[config.mk]
export PLATFORM = sky130hd
export DESIGN_NAME = coap_message_reliability_tracker
export DESIGN_NICKNAME = d
export VERILOG_FILES = /design/src/hw/rtl/cmrt_pkg.sv /design/src/hw/rtl/cmrt_rem_unit.sv /design/src/hw/rtl/coap_message_reliability_tracker.sv
export SDC_FILE = /design/constraint.sdc
export NUM_CORES = 2
export LEC_CHECK = 0
export BUFFER_PORTS_ARGS = -buffer_cell sky130_fd_sc_hd__buf_2
export CAP_MARGIN = 20
export CORE_MARGIN = 4
export CORE_UTILIZATION = 25
export CTS_BUF_LIST = sky130_fd_sc_hd__clkbuf_8
export CTS_CLUSTER_DIAMETER = 120
export DETAILED_ROUTE_END_ITERATION = 16
export PLACE_DENSITY_LB_ADDON = 0.08
export SLEW_MARGIN = 15
export SYNTH_ARGS = -nofsm -noshare
export SYNTH_HDL_FRONTEND = slang
export SYNTH_SLANG_ARGS = --single-unit
[constraint.sdc]
create_clock -name i_clk -period 16.6 [get_ports i_clk]
set_input_delay 3.32 -clock i_clk [delete_from_list [all_inputs] [get_ports i_clk]]
set_output_delay 3.32 -clock i_clk [all_outputs]
set_load 0.01 [all_outputs]
[src/hw/rtl/cmrt_pkg.sv]
`timescale 1ns / 1ps
// ----------------------------------------------------------------------------
// cmrt_pkg: shared types and constants of the message reliability tracker.
// Holds opcodes, message types, kinds, result codes and the sequencer states.
// ----------------------------------------------------------------------------
package cmrt_pkg;

    localparam int unsigned TABLE_DEPTH_DEF = 8;

    localparam logic [15:0] BASE_TIMEOUT_RST = 16'd2000;
    localparam logic [15:0] JITTER_SPAN_RST  = 16'd1000;
    localparam logic [2:0]  MAX_RETRIES_RST  = 3'd4;

    localparam logic [1:0] CFG_BASE    = 2'd0;
    localparam logic [1:0] CFG_JITTER  = 2'd1;
    localparam logic [1:0] CFG_RETRIES = 2'd2;

    localparam logic [1:0] OP_TRANSMIT = 2'd0;
    localparam logic [1:0] OP_RECEIVE  = 2'd1;
    localparam logic [1:0] OP_TICK     = 2'd2;
    localparam logic [1:0] OP_UNUSED   = 2'd3;

    localparam logic [1:0] TYPE_CON = 2'd0;
    localparam logic [1:0] TYPE_RST = 2'd3;

    localparam logic [1:0] KIND_REQUEST  = 2'd0;
    localparam logic [1:0] KIND_RESPONSE = 2'd1;
    localparam logic [1:0] KIND_EMPTY    = 2'd2;

    localparam logic [2:0] ACT_SEND_NEW = 3'd0;
    localparam logic [2:0] ACT_RESEND   = 3'd1;
    localparam logic [2:0] ACT_SEND_RST = 3'd2;
    localparam logic [2:0] ACT_DELIVER  = 3'd3;
    localparam logic [2:0] ACT_COMPLETE = 3'd4;

    localparam logic [1:0] ST_OK        = 2'd0;
    localparam logic [1:0] ST_NO_SPACE  = 2'd1;
    localparam logic [1:0] ST_CANCELLED = 2'd2;
    localparam logic [1:0] ST_TIMED_OUT = 2'd3;

    typedef enum logic [3:0] {
        S_IDLE,
        S_JITTER,
        S_STORE,
        S_SCAN,
        S_MATCHED,
        S_TICK_UPD,
        S_TICK_OUT,
        S_MOVE
    } t_state;

    // Bundle of one table entry.
    typedef struct packed {
        logic [47:0] peer;
        logic [15:0] id;
        logic [63:0] token;
        logic [3:0]  token_size;
        logic [1:0]  kind;
        logic        retrying;
        logic [2:0]  retry_count;
        logic [31:0] timeout;
        logic [31:0] deadline;
        logic [15:0] handle;
    } t_entry;

    // Control towards the remainder unit.
    typedef struct packed {
        logic        start;
        logic [15:0] dividend;
        logic [15:0] divisor;
    } t_rem_req;

    typedef struct packed {
        logic        done;
        logic [15:0] remainder;
    } t_rem_rsp;

    function automatic logic [1:0] kind_of(input logic [7:0] code);
        if (code[7:5] != 3'd0) begin
            return KIND_RESPONSE;
        end
        return (code != 8'd0) ? KIND_REQUEST : KIND_EMPTY;
    endfunction

endpackage

[src/hw/rtl/cmrt_rem_unit.sv]
`timescale 1ns / 1ps
// ----------------------------------------------------------------------------
// cmrt_rem_unit: bit-serial remainder.
// Restoring division, one quotient bit per cycle.
// ----------------------------------------------------------------------------
module cmrt_rem_unit (
    input  logic              i_clk,
    input  logic              i_rst_n,
    input  cmrt_pkg::t_rem_req i_req,
    output cmrt_pkg::t_rem_rsp o_rsp
);
    import cmrt_pkg::*;

    logic [15:0] r_rem, n_rem;
    logic [15:0] r_quo, n_quo;
    logic [15:0] r_div, n_div;
    logic [4:0]  r_cnt, n_cnt;
    logic        r_busy, n_busy;
    logic        r_done, n_done;
    logic [16:0] trial;

    // One shift-and-subtract step per cycle.
    always_comb begin
        n_rem  = r_rem;
        n_quo  = r_quo;
        n_div  = r_div;
        n_cnt  = r_cnt;
        n_busy = r_busy;
        n_done = 1'b0;
        trial  = {r_rem, r_quo[15]} - {1'b0, r_div};
        if (i_req.start) begin
            n_rem  = 16'd0;
            n_quo  = i_req.dividend;
            n_div  = i_req.divisor;
            n_cnt  = 5'd0;
            n_busy = 1'b1;
        end else if (r_busy) begin
            if (trial[16]) begin
                n_rem = {r_rem[14:0], r_quo[15]};
            end else begin
                n_rem = trial[15:0];
            end
            n_quo = {r_quo[14:0], 1'b0};
            n_cnt = r_cnt + 5'd1;
            if (r_cnt == 5'd15) begin
                n_busy = 1'b0;
                n_done = 1'b1;
            end
        end
    end

    always_ff @(posedge i_clk) begin
        if (!i_rst_n) begin
            r_busy <= 1'b0;
            r_done <= 1'b0;
            r_cnt  <= 5'd0;
        end else begin
            r_busy <= n_busy;
            r_done <= n_done;
            r_cnt  <= n_cnt;
        end
        r_rem <= n_rem;
        r_quo <= n_quo;
        r_div <= n_div;
    end

    assign o_rsp.done      = r_done;
    assign o_rsp.remainder = r_rem;

endmodule

[src/hw/rtl/coap_message_reliability_tracker.sv]
`timescale 1ns / 1ps
// ----------------------------------------------------------------------------
// coap_message_reliability_tracker: outstanding CoAP message table.
// Busy states per item: none for a full-table transmit or a received request;
// S_STORE for other transmits, and S_JITTER then S_STORE for a CON transmit
// with jitter, waiting in S_STORE for the bit-serial remainder unit; receive
// scans one entry a cycle until a hit, tick scans every stored entry.
// Synchronous active-low reset empties the table and loads register defaults.
// The result strobe lasts one cycle; the receiver cannot stall.
// ----------------------------------------------------------------------------
module coap_message_reliability_tracker #(
    parameter int unsigned TABLE_DEPTH = cmrt_pkg::TABLE_DEPTH_DEF
) (
    input  logic        i_clk,
    input  logic        i_rst_n,
    input  logic        start,
    output logic        busy,
    input  logic        i_cfg_we,
    input  logic [1:0]  i_cfg_index,
    input  logic [15:0] i_cfg_data,
    input  logic [1:0]  i_opcode,
    input  logic [31:0] i_now_ms,
    input  logic [47:0] i_peer_key,
    input  logic [1:0]  i_msg_type,
    input  logic [7:0]  i_msg_code,
    input  logic [15:0] i_message_id,
    input  logic [3:0]  i_token_size,
    input  logic [63:0] i_token_bytes,
    input  logic [15:0] i_msg_handle,
    input  logic [15:0] i_random_word,
    output logic        o_valid,
    output logic [2:0]  o_action,
    output logic [1:0]  o_status,
    output logic [15:0] o_entry_handle,
    output logic [15:0] o_incoming_handle,
    output logic [47:0] o_dest_peer,
    output logic [15:0] o_reset_id
);
    import cmrt_pkg::*;

    localparam int unsigned IW = (TABLE_DEPTH > 1) ? $clog2(TABLE_DEPTH) : 1;
    localparam int unsigned CW = $clog2(TABLE_DEPTH + 1);
    localparam int unsigned SW = ((IW > CW) ? IW : CW) + 1;
    localparam logic [CW-1:0] DEPTH_C = CW'(TABLE_DEPTH);

    // Configuration registers.
    logic [15:0] r_base, r_jitter;
    logic [2:0]  r_max_retries;

    always_ff @(posedge i_clk) begin
        if (!i_rst_n) begin
            r_base        <= BASE_TIMEOUT_RST;
            r_jitter      <= JITTER_SPAN_RST;
            r_max_retries <= MAX_RETRIES_RST;
        end else if (i_cfg_we) begin
            case (i_cfg_index)
                CFG_BASE:    r_base        <= i_cfg_data;
                CFG_JITTER:  r_jitter      <= i_cfg_data;
                CFG_RETRIES: r_max_retries <= i_cfg_data[2:0];
                default:     ;
            endcase
        end
    end

    // Entry table, in flip-flops; the scan reads one entry per cycle by index.
    t_entry r_table [TABLE_DEPTH];

    t_state r_state, n_state;
    logic [CW-1:0] r_count, n_count;
    logic [IW-1:0] r_idx, n_idx;
    logic [IW-1:0] r_best, n_best;
    logic          r_found, n_found;
    logic [IW-1:0] r_dst, n_dst;

    // Latched input item.
    logic [1:0]  r_op, r_type;
    logic [1:0]  r_kind;
    logic [31:0] r_now;
    logic [47:0] r_peer;
    logic [15:0] r_id, r_handle, r_rnd;
    logic [3:0]  r_tlen;
    logic [63:0] r_tok;

    // Working entry and result registers.
    t_entry r_work, n_work;
    logic        r_valid, n_valid;
    logic [2:0]  r_act, n_act;
    logic [1:0]  r_stat, n_stat;
    logic [15:0] r_eh, n_eh, r_ih, n_ih, r_rid, n_rid;
    logic [47:0] r_dp, n_dp;

    logic          wr_en;
    logic [IW-1:0] wr_idx;
    t_entry        wr_data;

    t_rem_req rem_req;
    t_rem_rsp rem_rsp;

    cmrt_rem_unit u_rem (
        .i_clk  (i_clk),
        .i_rst_n(i_rst_n),
        .i_req  (rem_req),
        .o_rsp  (rem_rsp)
    );

    // Token normalisation at accept time.
    logic [3:0]  in_tlen;
    logic [63:0] in_tok;
    always_comb begin
        in_tlen = (i_token_size > 4'd8) ? 4'd8 : i_token_size;
        for (int b = 0; b < 8; b++) begin
            in_tok[b*8 +: 8] = (b < int'(in_tlen)) ? i_token_bytes[b*8 +: 8] : 8'd0;
        end
    end

    logic   accept;
    t_entry cur;
    logic   hit, last_scan;
    assign accept    = start && (r_state == S_IDLE);
    assign cur       = r_table[r_idx];
    assign hit       = (cur.peer == r_peer) &&
                       ((cur.id == r_id) ||
                        ((cur.token_size == r_tlen) && (cur.token == r_tok)));
    assign last_scan = (SW'(r_idx) + SW'(1)) >= SW'(r_count);

    // Sequencer.
    always_comb begin
        n_state = r_state;
        n_count = r_count;
        n_idx   = r_idx;
        n_best  = r_best;
        n_found = r_found;
        n_dst   = r_dst;
        n_work  = r_work;
        n_valid = 1'b0;
        n_act   = r_act;
        n_stat  = r_stat;
        n_eh    = r_eh;
        n_ih    = r_ih;
        n_rid   = r_rid;
        n_dp    = r_dp;
        wr_en   = 1'b0;
        wr_idx  = r_dst;
        wr_data = r_work;
        rem_req.start    = 1'b0;
        rem_req.dividend = r_rnd;
        rem_req.divisor  = r_jitter;
        case (r_state)
            S_IDLE: begin
                if (start) begin
                    n_idx   = '0;
                    n_found = 1'b0;
                    n_eh = '0; n_ih = '0; n_dp = '0; n_rid = '0;
                    n_stat = ST_OK;
                    case (i_opcode)
                        OP_TRANSMIT: begin
                            if (r_count >= DEPTH_C) begin
                                n_valid = 1'b1;
                                n_act   = ACT_COMPLETE;
                                n_stat  = ST_NO_SPACE;
                                n_eh    = i_msg_handle;
                            end else if (i_msg_type == TYPE_CON && i_random_word != 16'd0
                                         && r_jitter != 16'd0) begin
                                n_state = S_JITTER;
                            end else begin
                                n_state = S_STORE;
                            end
                        end
                        OP_RECEIVE: begin
                            if (kind_of(i_msg_code) == KIND_REQUEST) begin
                                n_valid = 1'b1;
                                n_act   = ACT_DELIVER;
                                n_ih    = i_msg_handle;
                                n_dp    = i_peer_key;
                            end else if (r_count != '0) begin
                                n_state = S_SCAN;
                            end else begin
                                n_state = S_MATCHED;
                            end
                        end
                        OP_TICK: begin
                            if (r_count != '0) begin
                                n_state = S_SCAN;
                            end
                        end
                        default: ;
                    endcase
                end
            end
            S_JITTER: begin
                rem_req.start = 1'b1;
                n_state = S_STORE;
            end
            S_STORE: begin
                if (!(r_type == TYPE_CON && r_rnd != 16'd0 && r_jitter != 16'd0)
                    || rem_rsp.done) begin
                    n_state = S_IDLE;
                    n_valid = 1'b1;
                    n_act   = ACT_SEND_NEW;
                    n_eh    = r_handle;
                    n_dp    = r_peer;
                    if (r_type == TYPE_CON || r_kind == KIND_REQUEST) begin
                        wr_en   = 1'b1;
                        wr_idx  = r_count[IW-1:0];
                        wr_data.peer        = r_peer;
                        wr_data.id          = r_id;
                        wr_data.token       = r_tok;
                        wr_data.token_size  = r_tlen;
                        wr_data.kind        = r_kind;
                        wr_data.retrying    = (r_type == TYPE_CON);
                        wr_data.retry_count = 3'd0;
                        wr_data.handle      = r_handle;
                        if (r_type == TYPE_CON) begin
                            wr_data.timeout = {16'd0, r_base} +
                                ((r_rnd != 16'd0 && r_jitter != 16'd0) ?
                                 {16'd0, rem_rsp.remainder} : 32'd0);
                            wr_data.deadline = r_now + wr_data.timeout;
                        end else begin
                            wr_data.timeout  = 32'd0;
                            wr_data.deadline = 32'd0;
                        end
                        n_count = r_count + CW'(1);
                    end
                end
            end
            S_SCAN: begin
                n_idx = r_idx + IW'(1);
                if (r_op == OP_RECEIVE) begin
                    if (hit) begin
                        n_found = 1'b1;
                        n_best  = r_idx;
                        n_work  = cur;
                        n_state = S_MATCHED;
                    end else if (last_scan) begin
                        n_state = S_MATCHED;
                    end
                end else begin
                    if (cur.retrying && (!r_found || cur.deadline < r_work.deadline)) begin
                        n_found = 1'b1;
                        n_best  = r_idx;
                        n_work  = cur;
                    end
                    if (last_scan) begin
                        n_state = S_TICK_UPD;
                    end
                end
            end
            S_MATCHED: begin
                n_state = S_IDLE;
                n_dst   = r_best;
                if (r_found && (r_type == TYPE_RST || r_kind == KIND_RESPONSE)) begin
                    n_valid = 1'b1;
                    n_act   = ACT_COMPLETE;
                    n_stat  = (r_type == TYPE_RST) ? ST_CANCELLED : ST_OK;
                    n_eh    = r_work.handle;
                    n_ih    = r_handle;
                    n_dp    = r_peer;
                    n_state = S_MOVE;
                end else if (r_found && r_work.kind == KIND_REQUEST) begin
                    wr_en   = 1'b1;
                    wr_idx  = r_best;
                    wr_data = r_work;
                    wr_data.retrying = 1'b0;
                end else if (r_found && r_work.kind == KIND_RESPONSE) begin
                    n_state = S_MOVE;
                end else if (r_type == TYPE_CON) begin
                    n_valid = 1'b1;
                    n_act   = ACT_SEND_RST;
                    n_ih    = r_handle;
                    n_dp    = r_peer;
                    n_rid   = r_id;
                end
            end
            S_TICK_UPD: begin
                n_state = S_IDLE;
                if (r_found && r_now >= r_work.deadline) begin
                    n_work.timeout  = {r_work.timeout[30:0], 1'b0};
                    n_work.deadline = r_work.deadline + {r_work.timeout[30:0], 1'b0};
                    n_state = S_TICK_OUT;
                end
            end
            S_TICK_OUT: begin
                n_valid = 1'b1;
                n_eh    = r_work.handle;
                n_dp    = r_work.peer;
                n_dst   = r_best;
                if (r_work.retry_count >= r_max_retries) begin
                    n_act   = ACT_COMPLETE;
                    n_stat  = ST_TIMED_OUT;
                    n_state = S_MOVE;
                end else begin
                    n_act   = ACT_RESEND;
                    n_state = S_IDLE;
                    wr_en   = 1'b1;
                    wr_idx  = r_best;
                    wr_data = r_work;
                    wr_data.retry_count = r_work.retry_count + 3'd1;
                end
            end
            S_MOVE: begin
                // Removal: the last entry fills the freed slot.
                n_state = S_IDLE;
                n_count = r_count - CW'(1);
                wr_en   = 1'b1;
                wr_idx  = r_dst;
                wr_data = r_table[n_count[IW-1:0]];
            end
            default: n_state = S_IDLE;
        endcase
    end

    always_ff @(posedge i_clk) begin
        if (!i_rst_n) begin
            r_state <= S_IDLE;
            r_count <= '0;
            r_valid <= 1'b0;
        end else begin
            r_state <= n_state;
            r_count <= n_count;
            r_valid <= n_valid;
        end
        r_idx   <= n_idx;
        r_best  <= n_best;
        r_found <= n_found;
        r_dst   <= n_dst;
        r_work  <= n_work;
        r_act   <= n_act;
        r_stat  <= n_stat;
        r_eh    <= n_eh;
        r_ih    <= n_ih;
        r_rid   <= n_rid;
        r_dp    <= n_dp;
        if (wr_en) begin
            r_table[wr_idx] <= wr_data;
        end
        if (accept) begin
            r_op     <= i_opcode;
            r_type   <= i_msg_type;
            r_kind   <= kind_of(i_msg_code);
            r_now    <= i_now_ms;
            r_peer   <= i_peer_key;
            r_id     <= i_message_id;
            r_handle <= i_msg_handle;
            r_rnd    <= i_random_word;
            r_tlen   <= in_tlen;
            r_tok    <= in_tok;
        end
    end

    assign busy              = (r_state != S_IDLE);
    assign o_valid           = r_valid;
    assign o_action          = r_act;
    assign o_status          = r_stat;
    assign o_entry_handle    = r_eh;
    assign o_incoming_handle = r_ih;
    assign o_dest_peer       = r_dp;
    assign o_reset_id        = r_rid;

endmodule

After elaboration in Yosys (flattened, before gate mapping)
Memory sizes are Yosys's and may differ from the RTL's. A register that Yosys moved wholly into a read port is not among the register bits.
Cells that the tools add are included.
{"block": "op_classes", "n_addsub": 10, "magnitude_cmp": 14, "eq_ne": 45, "mux": 137, "bitwise": 2, "n_reduce_logical": 61}
{"cell": "2-to-1 mux 218 bit", "count": 5}
{"cell": "one-hot mux 218 bit (4 select lines)", "count": 1}
{"cell": "2-to-1 mux 48 bit", "count": 8}
{"cell": "2-to-1 mux 16 bit", "count": 21}
{"cell": "one-hot mux 48 bit (4 select lines)", "count": 1}
{"cell": "2-to-1 mux 84 bit", "count": 2}
{"cell": "one-hot mux 64 bit (2 select lines)", "count": 1}
{"cell": "2-to-1 mux 83 bit", "count": 1}
{"cell": "2-to-1 mux 3 bit", "count": 25}
{"cell": "equality test 64 bit", "count": 1}
{"cell": "2-to-1 mux 64 bit", "count": 1}
{"cell": "one-hot mux 16 bit (2 select lines)", "count": 2}
{"cell": "one-hot mux 16 bit (4 select lines)", "count": 1}
{"cell": "2-to-1 mux 49 bit", "count": 1}
{"cell": "equality test 48 bit", "count": 1}
{"cell": "2-to-1 mux 4 bit", "count": 12}
{"cell": "nonzero test 16 bit", "count": 3}
{"cell": "inequality test 3 bit, second input constant", "count": 12}
{"cell": "adder 32 x 17 -> 32 bit", "count": 1}
{"cell": "adder 32 bit", "count": 1}
{"cell": "greater-or-equal comparator 32 bit", "count": 1}
{"cell": "< comparator 32 bit", "count": 1}
{"cell": "2-to-1 mux 1 bit", "count": 31}
{"cell": "one-hot mux 4 bit (7 select lines)", "count": 1}
{"cell": "53 further kinds", "count": 134}
{"block": "totals", "register_bits": 630, "mem_bits_rw": 1744, "input_bits": 230, "memories": 1}
{"memory": "r_table", "words": 8, "width": 218, "read_ports": 2, "rd_ports_with_merged_regs": 1, "wr": 1, "line": "coap_message_reliability_tracker.sv:66", "rtl": "t_entry r_table [TABLE_DEPTH];"}

Longest topological paths before layout
{"block": "depth", "ltp_word": 14, "depth_mapped": 27, "ltp_nobuf": 26}

Modules after synthesis
A second synthesis with hierarchy kept.
{"block": "hier_totals", "cells_unflattened": 6825, "hier_area_um2": 110991.4}
{"mod": "coap_message_reliability_tracker", "instances": 1, "cells_each": 6535, "area_each_um2": 107928.5, "seq_area_each_um2": 68966.1}
{"mod": "cmrt_rem_unit", "instances": 1, "cells_each": 290, "area_each_um2": 3062.9, "seq_area_each_um2": 1421.4}

Worst setup path after synthesis
OpenSTA, ideal clock, no wires.
{"block": "synth_timing", "kind": "register to register", "from": "reg r_rnd[11]", "to": "mem r_table[7][0] in the netlist's numbering (enable)", "setup_ns": 1.060, "arrival_ns": 16.953, "required_ns": 15.540, "path_slack_ns": -1.413, "stages_incl_launch_ff": 10, "path_buffers": 0, "path_cell_list": "edfxtp_1 > nor4_1 > nand4_1 > and2_1 > a21boi_1 > nor2_1 > nor2_1 > a222oi_1 > or2_2 > nor3_1"}
{"block": "synth_via", "elab_chain_len": 9, "elab_cells_between_ends": 11}
{"item": "from (decl)", "line": "coap_message_reliability_tracker.sv:80", "rtl": "logic [15:0] r_id, r_handle, r_rnd;"}
{"item": "from (signal assigned)", "line": "coap_message_reliability_tracker.sv:344", "rtl": "r_rnd <= i_random_word;"}
{"item": "nonzero test 16 bit *", "line": "coap_message_reliability_tracker.sv:195", "rtl": "if (!(r_type == TYPE_CON && r_rnd != 16'd0 && r_jitter != 16'd0)"}
{"item": "logical AND 1 bit * (2 in a row)", "line": "coap_message_reliability_tracker.sv:195"}
{"item": "logical NOT 1 bit *", "line": "coap_message_reliability_tracker.sv:195"}
{"item": "logical OR 1 bit *", "line": "coap_message_reliability_tracker.sv:196", "rtl": "|| rem_rsp.done) begin"}
{"item": "2-to-1 mux 1 bit", "line": "coap_message_reliability_tracker.sv:195"}
{"item": "one-hot mux 1 bit (4 select lines)", "line": "coap_message_reliability_tracker.sv:148", "rtl": "case (r_state)"}
{"item": "2-to-1 mux 1 bit", "line": "coap_message_reliability_tracker.sv:333", "rtl": "if (wr_en) begin"}
{"item": "2-to-1 mux 1 bit (not written as such)", "line": "coap_message_reliability_tracker.sv:334", "rtl": "r_table[wr_idx] <= wr_data;"}
{"item": "to (decl)", "line": "coap_message_reliability_tracker.sv:66"}
Every way passes the cells marked *; elsewhere a longest branch is shown, timed or not.

==> impl_metrics.py <==
metrics = {
    "outcome": {
        "outcome": "finished clean",
    },
    "clock_network": {
        "post_cts_buffers": 0,
        "cts_sinks": 2367,
        "cts_resized": 0,
        "hold_buffers": 0,
        "h-tree-depth": 5,
        "clock-root-buffer": "clkbuf_8",
        "cts.reportedPaths.clkPinSlew_ns": 0.06,
        "cts_buffers": 455,
        "cts_tree": "built",
        "clockBufferDepth": 4,
        "clock_latency_ns": 1.16,
    },
    "place": {
        "portBuffers": 332,
        "gp_congestion": 0.756,
        "post-dp-hpwl_um": 237000,
        "dp_slack_ns": 6.74,
    },
    "critical_path": {
        "crit_type": "register to register",
        "cpPeakStageDelay_ns": 0.88,
        "cp.buffers_inverters": 7,
        "worstPathArrival_ns": 10.26,
        "required_ns": 17.33,
        "rr_worst_depth": 19,
        "crit_path_frequent_cell": "buf_4",
        "crit_chain": "buf_4, buf_4, buf_4, buf_4, mux4_2, mux2_2, ha_1, a21o_1, a21o_1, a21oi_1, nor2b_1, o21ai_0, nand2_1, a21oi_1, a21oi_1, nor2_4, buf_4, buf_4, buf_12",
        "endpoint_kind": "register",
        "slowest_stage": "buf_4",
        "path_delay_family": "buffers and inverters",
        "rr_endpoint": "r_work[94]",
        "start_kind": "register",
        "rrSetupSlack_ns": 7.07,
        "crit_fanout": 83,
    },
    "power_and_ir_drop": {
        "combPwrFrac_pct": 19.1,
        "p_sw_share_pct": 29.9,
        "power_switching_mw": 4.62,
        "internal-power_mw": 10.8,
        "vdd_ir_drop_max_mv": 0.0657,
        "seqPwrFrac_pct": 45.2,
        "p_per_area_nw_per_um2": 121,
        "p_leak_nw": 42.0,
        "clkPwrFrac_pct": 35.7,
    },
    "die": {
        "die_h_um": 673,
        "start_util_pct": 25.1,
        "row_count": 244,
        "die_area_um2": 453000,
        "io_pins": 333,
        "core_um2": 441000,
        "die_w_um": 673,
    },
    "layout": {
        "nets": 7556,
        "final_layout_size_suffix_gt1_share_pct": 26.6,
        "fill_cells": 43820,
        "area_delta_synth_final_pct": 15.6,
    },
    "timing": {
        "tns_ns": 0,
        "maxSlewViolCount": 0,
        "min_period_ns": 9.53,
        "final_min_period_over_clock_period_pct": 57.4,
        "slew-limit-headroom_pct": 23.7,
        "worst_slack_ns": 7.07,
        "tightest_slew_ns": 1.14,
        "rsz0062_at_grt": "false",
        "setup_viol": 0,
        "hold_viol": 0,
        "fmax_mhz": 105,
        "fin_skew_ns": 0.112,
    },
    "job": {
        "maxCapViolCount": 0,
    },
    "synthesis": {
        "ys_types": 81,
        "synth_top_area_share_pct": 62.4,
        "synth_area_um2": 111000,
        "ys_ff_latch": 2367,
        "ys_dominant_reg_cell": "edfxtp_1",
        "async_flop_share_pct": 0,
        "yosys-top-cells-area": "edfxtp_1, mux4_2, mux2i_1, a222oi_1, nand2_1",
        "synth_top_cell_by_area": "edfxtp_1",
        "avgSynthCellArea_um2": 16.7,
        "syn_nets": 7026,
        "synth_edf_count": 2298,
        "netlist_instances": 6633,
        "ys.warnings.count": 0,
        "synth_seq_area_share_pct": 63.6,
    },
    "min_path": {
        "hold_class": "register to register",
        "hold_start": "r_best[1]",
        "min_to": "r_dst[1]",
        "hold_depth": 0,
    },
    "detailed_routing": {
        "wl_per_cell_um": 30.1,
        "drc": 0,
        "viasPerCell": 4.98,
        "drtAntennaViolNets": 0,
        "first_pass_iters": 7,
        "drt-total-wl_um": 404000,
        "drt_iter0_markers": 5940,
        "vias": 66953,
    },
    "grt": {
        "overflow": 0,
        "antenna_found_initial": 23,
        "grt_pass1_vias": 71588,
        "grt_pass1_wl_um": 563000,
        "grt_start_max_net_pins": 131,
        "grt_use_total_pct": 17.3,
    },
}
[how the worst max path moves through the flow]
stage	start	end	slack, ns	cells after the start
floorplan	r_rnd[11]	r_table[5][0]	4.38	9
global placement	register	r_work[98]	6.66	19
CTS	register	r_work[111]	6.67	19
global route	register	r_work[94]	6.50	19
finish	register	r_work[94]	7.07	19
detailed placement	register	r_work[111]	6.74	19
[metal layers]
metal | global-route usage [%] | wire (um)
met1 | 22.8 | 174000
met2 | 29.7 | 199000
met3 | 2.50 | 20300
met4 | 4.57 | 10600
met5 | 0 | 0
[cell type report]
type	count	area [um2]	share of cell area, %
clock buffers	468	6440	5.04
multi-input cells	3669	37900	29.7
flip-flops and latches	2367	70400	55.1
clock inverters	352	1930	1.51
diodes	5	12.5	0.00978
repair buffers	492	3110	2.44
inverters	178	676	0.528
well taps	5904	7390	5.78
[layout by cell type (no fill, tap or decap), types with 136 or more instances in the layout]
| cell type | n |
|---|---|
| a21oi_1 | 184 |
| a222oi_1 | 227 |
| buf_2 | 332 |
| buf_4 | 136 |
| clkbuf_8 | 468 |
| edfxtp_1 | 2298 |
| ha_1 | 158 |
| inv_1 | 328 |
| mux2_2 | 156 |
| mux2i_1 | 279 |
| mux4_2 | 724 |
| nand2_1 | 549 |
| o21ai_0 | 193 |
| xnor2_1 | 145 |
[flip-flops by register name, summed over array words and instances, names as in the netlist, 32 cells and up, named ones only]
register     cells
o_dest_peer     48
r_table       1736
r_peer          48
r_now           32
r_tok           64
r_work         217
[per-stage QoR]
stage | cells | utilization, % | hold slack [ns] | instance area (um2) | total power [mW]
floorplan | 6633 | - | 0.427 | 111000 | 9.00
global placement | 12605 | 27.1 | 0.452 | 119000 | 10.1
detailed placement | 12607 | 27.1 | 0.454 | 119000 | 10.1
CTS | 13427 | 29.0 | 0.454 | 128000 | 15.8
global route | 13432 | 29.0 | 0.475 | 128000 | 16.2
finish | 13435 | 29.0 | 0.464 | 128000 | 15.4
[cells in the mapped netlist (24+ instances only)]
cell type	number
nand2_1	549
nor2b_1	99
a21o_1	49
a22o_1	56
a221o_1	29
nand2b_1	31
a222oi_1	227
a21boi_0	26
a22oi_1	37
dfxtp_1	69
ha_1	159
nor2_1	149
and3_1	38
nand4_1	51
or3_1	24
xor2_1	53
a211oi_1	28
a221oi_1	57
clkbuf_1	257
inv_1	177
nand3_1	50
mux4_2	724
mux2_2	156
nor4_1	25
mux2i_1	279
o21ai_0	195
nor3_1	34
buf_1	58
and2_1	45
xnor2_1	145
edfxtp_1	2298
a21oi_1	186
buf_2	61
[worst register-to-register path: cells and delay by family, from the launching register on]
family	cells	cell delay, ns
buffers and inverters	7	5.14
multiplexers	2	0.89
adder cells (fa/ha/maj)	1	0.32
flip-flops	1	0.72
AO/OA/AOI/OAI	6	1.54
AND/OR/NAND/NOR	3	0.34
[power groups by stage]
| stage | combinational, mW | clock (mW) | sequential [mW] |
|---|---|---|---|
| global placement | 3.01 | 0 | 7.10 |
| CTS | 3.01 | 5.77 | 6.98 |
| floorplan | 1.99 | 0 | 7.01 |
| finish | 2.95 | 5.51 | 6.96 |
| detailed placement | 3.00 | 0 | 7.10 |
| global route | 3.20 | 6.02 | 6.98 |
[cells by family after synthesis]
group	share of synthesized area (%)
AND/OR/NAND/NOR	4.74
XOR/XNOR	1.57
adder cells (fa/ha/maj)	1.87
AO/OA/AOI/OAI	6.77
multiplexers	19.1
flip-flops	63.6
buffers and inverters	2.35
(Power assumes the default switching activity.)
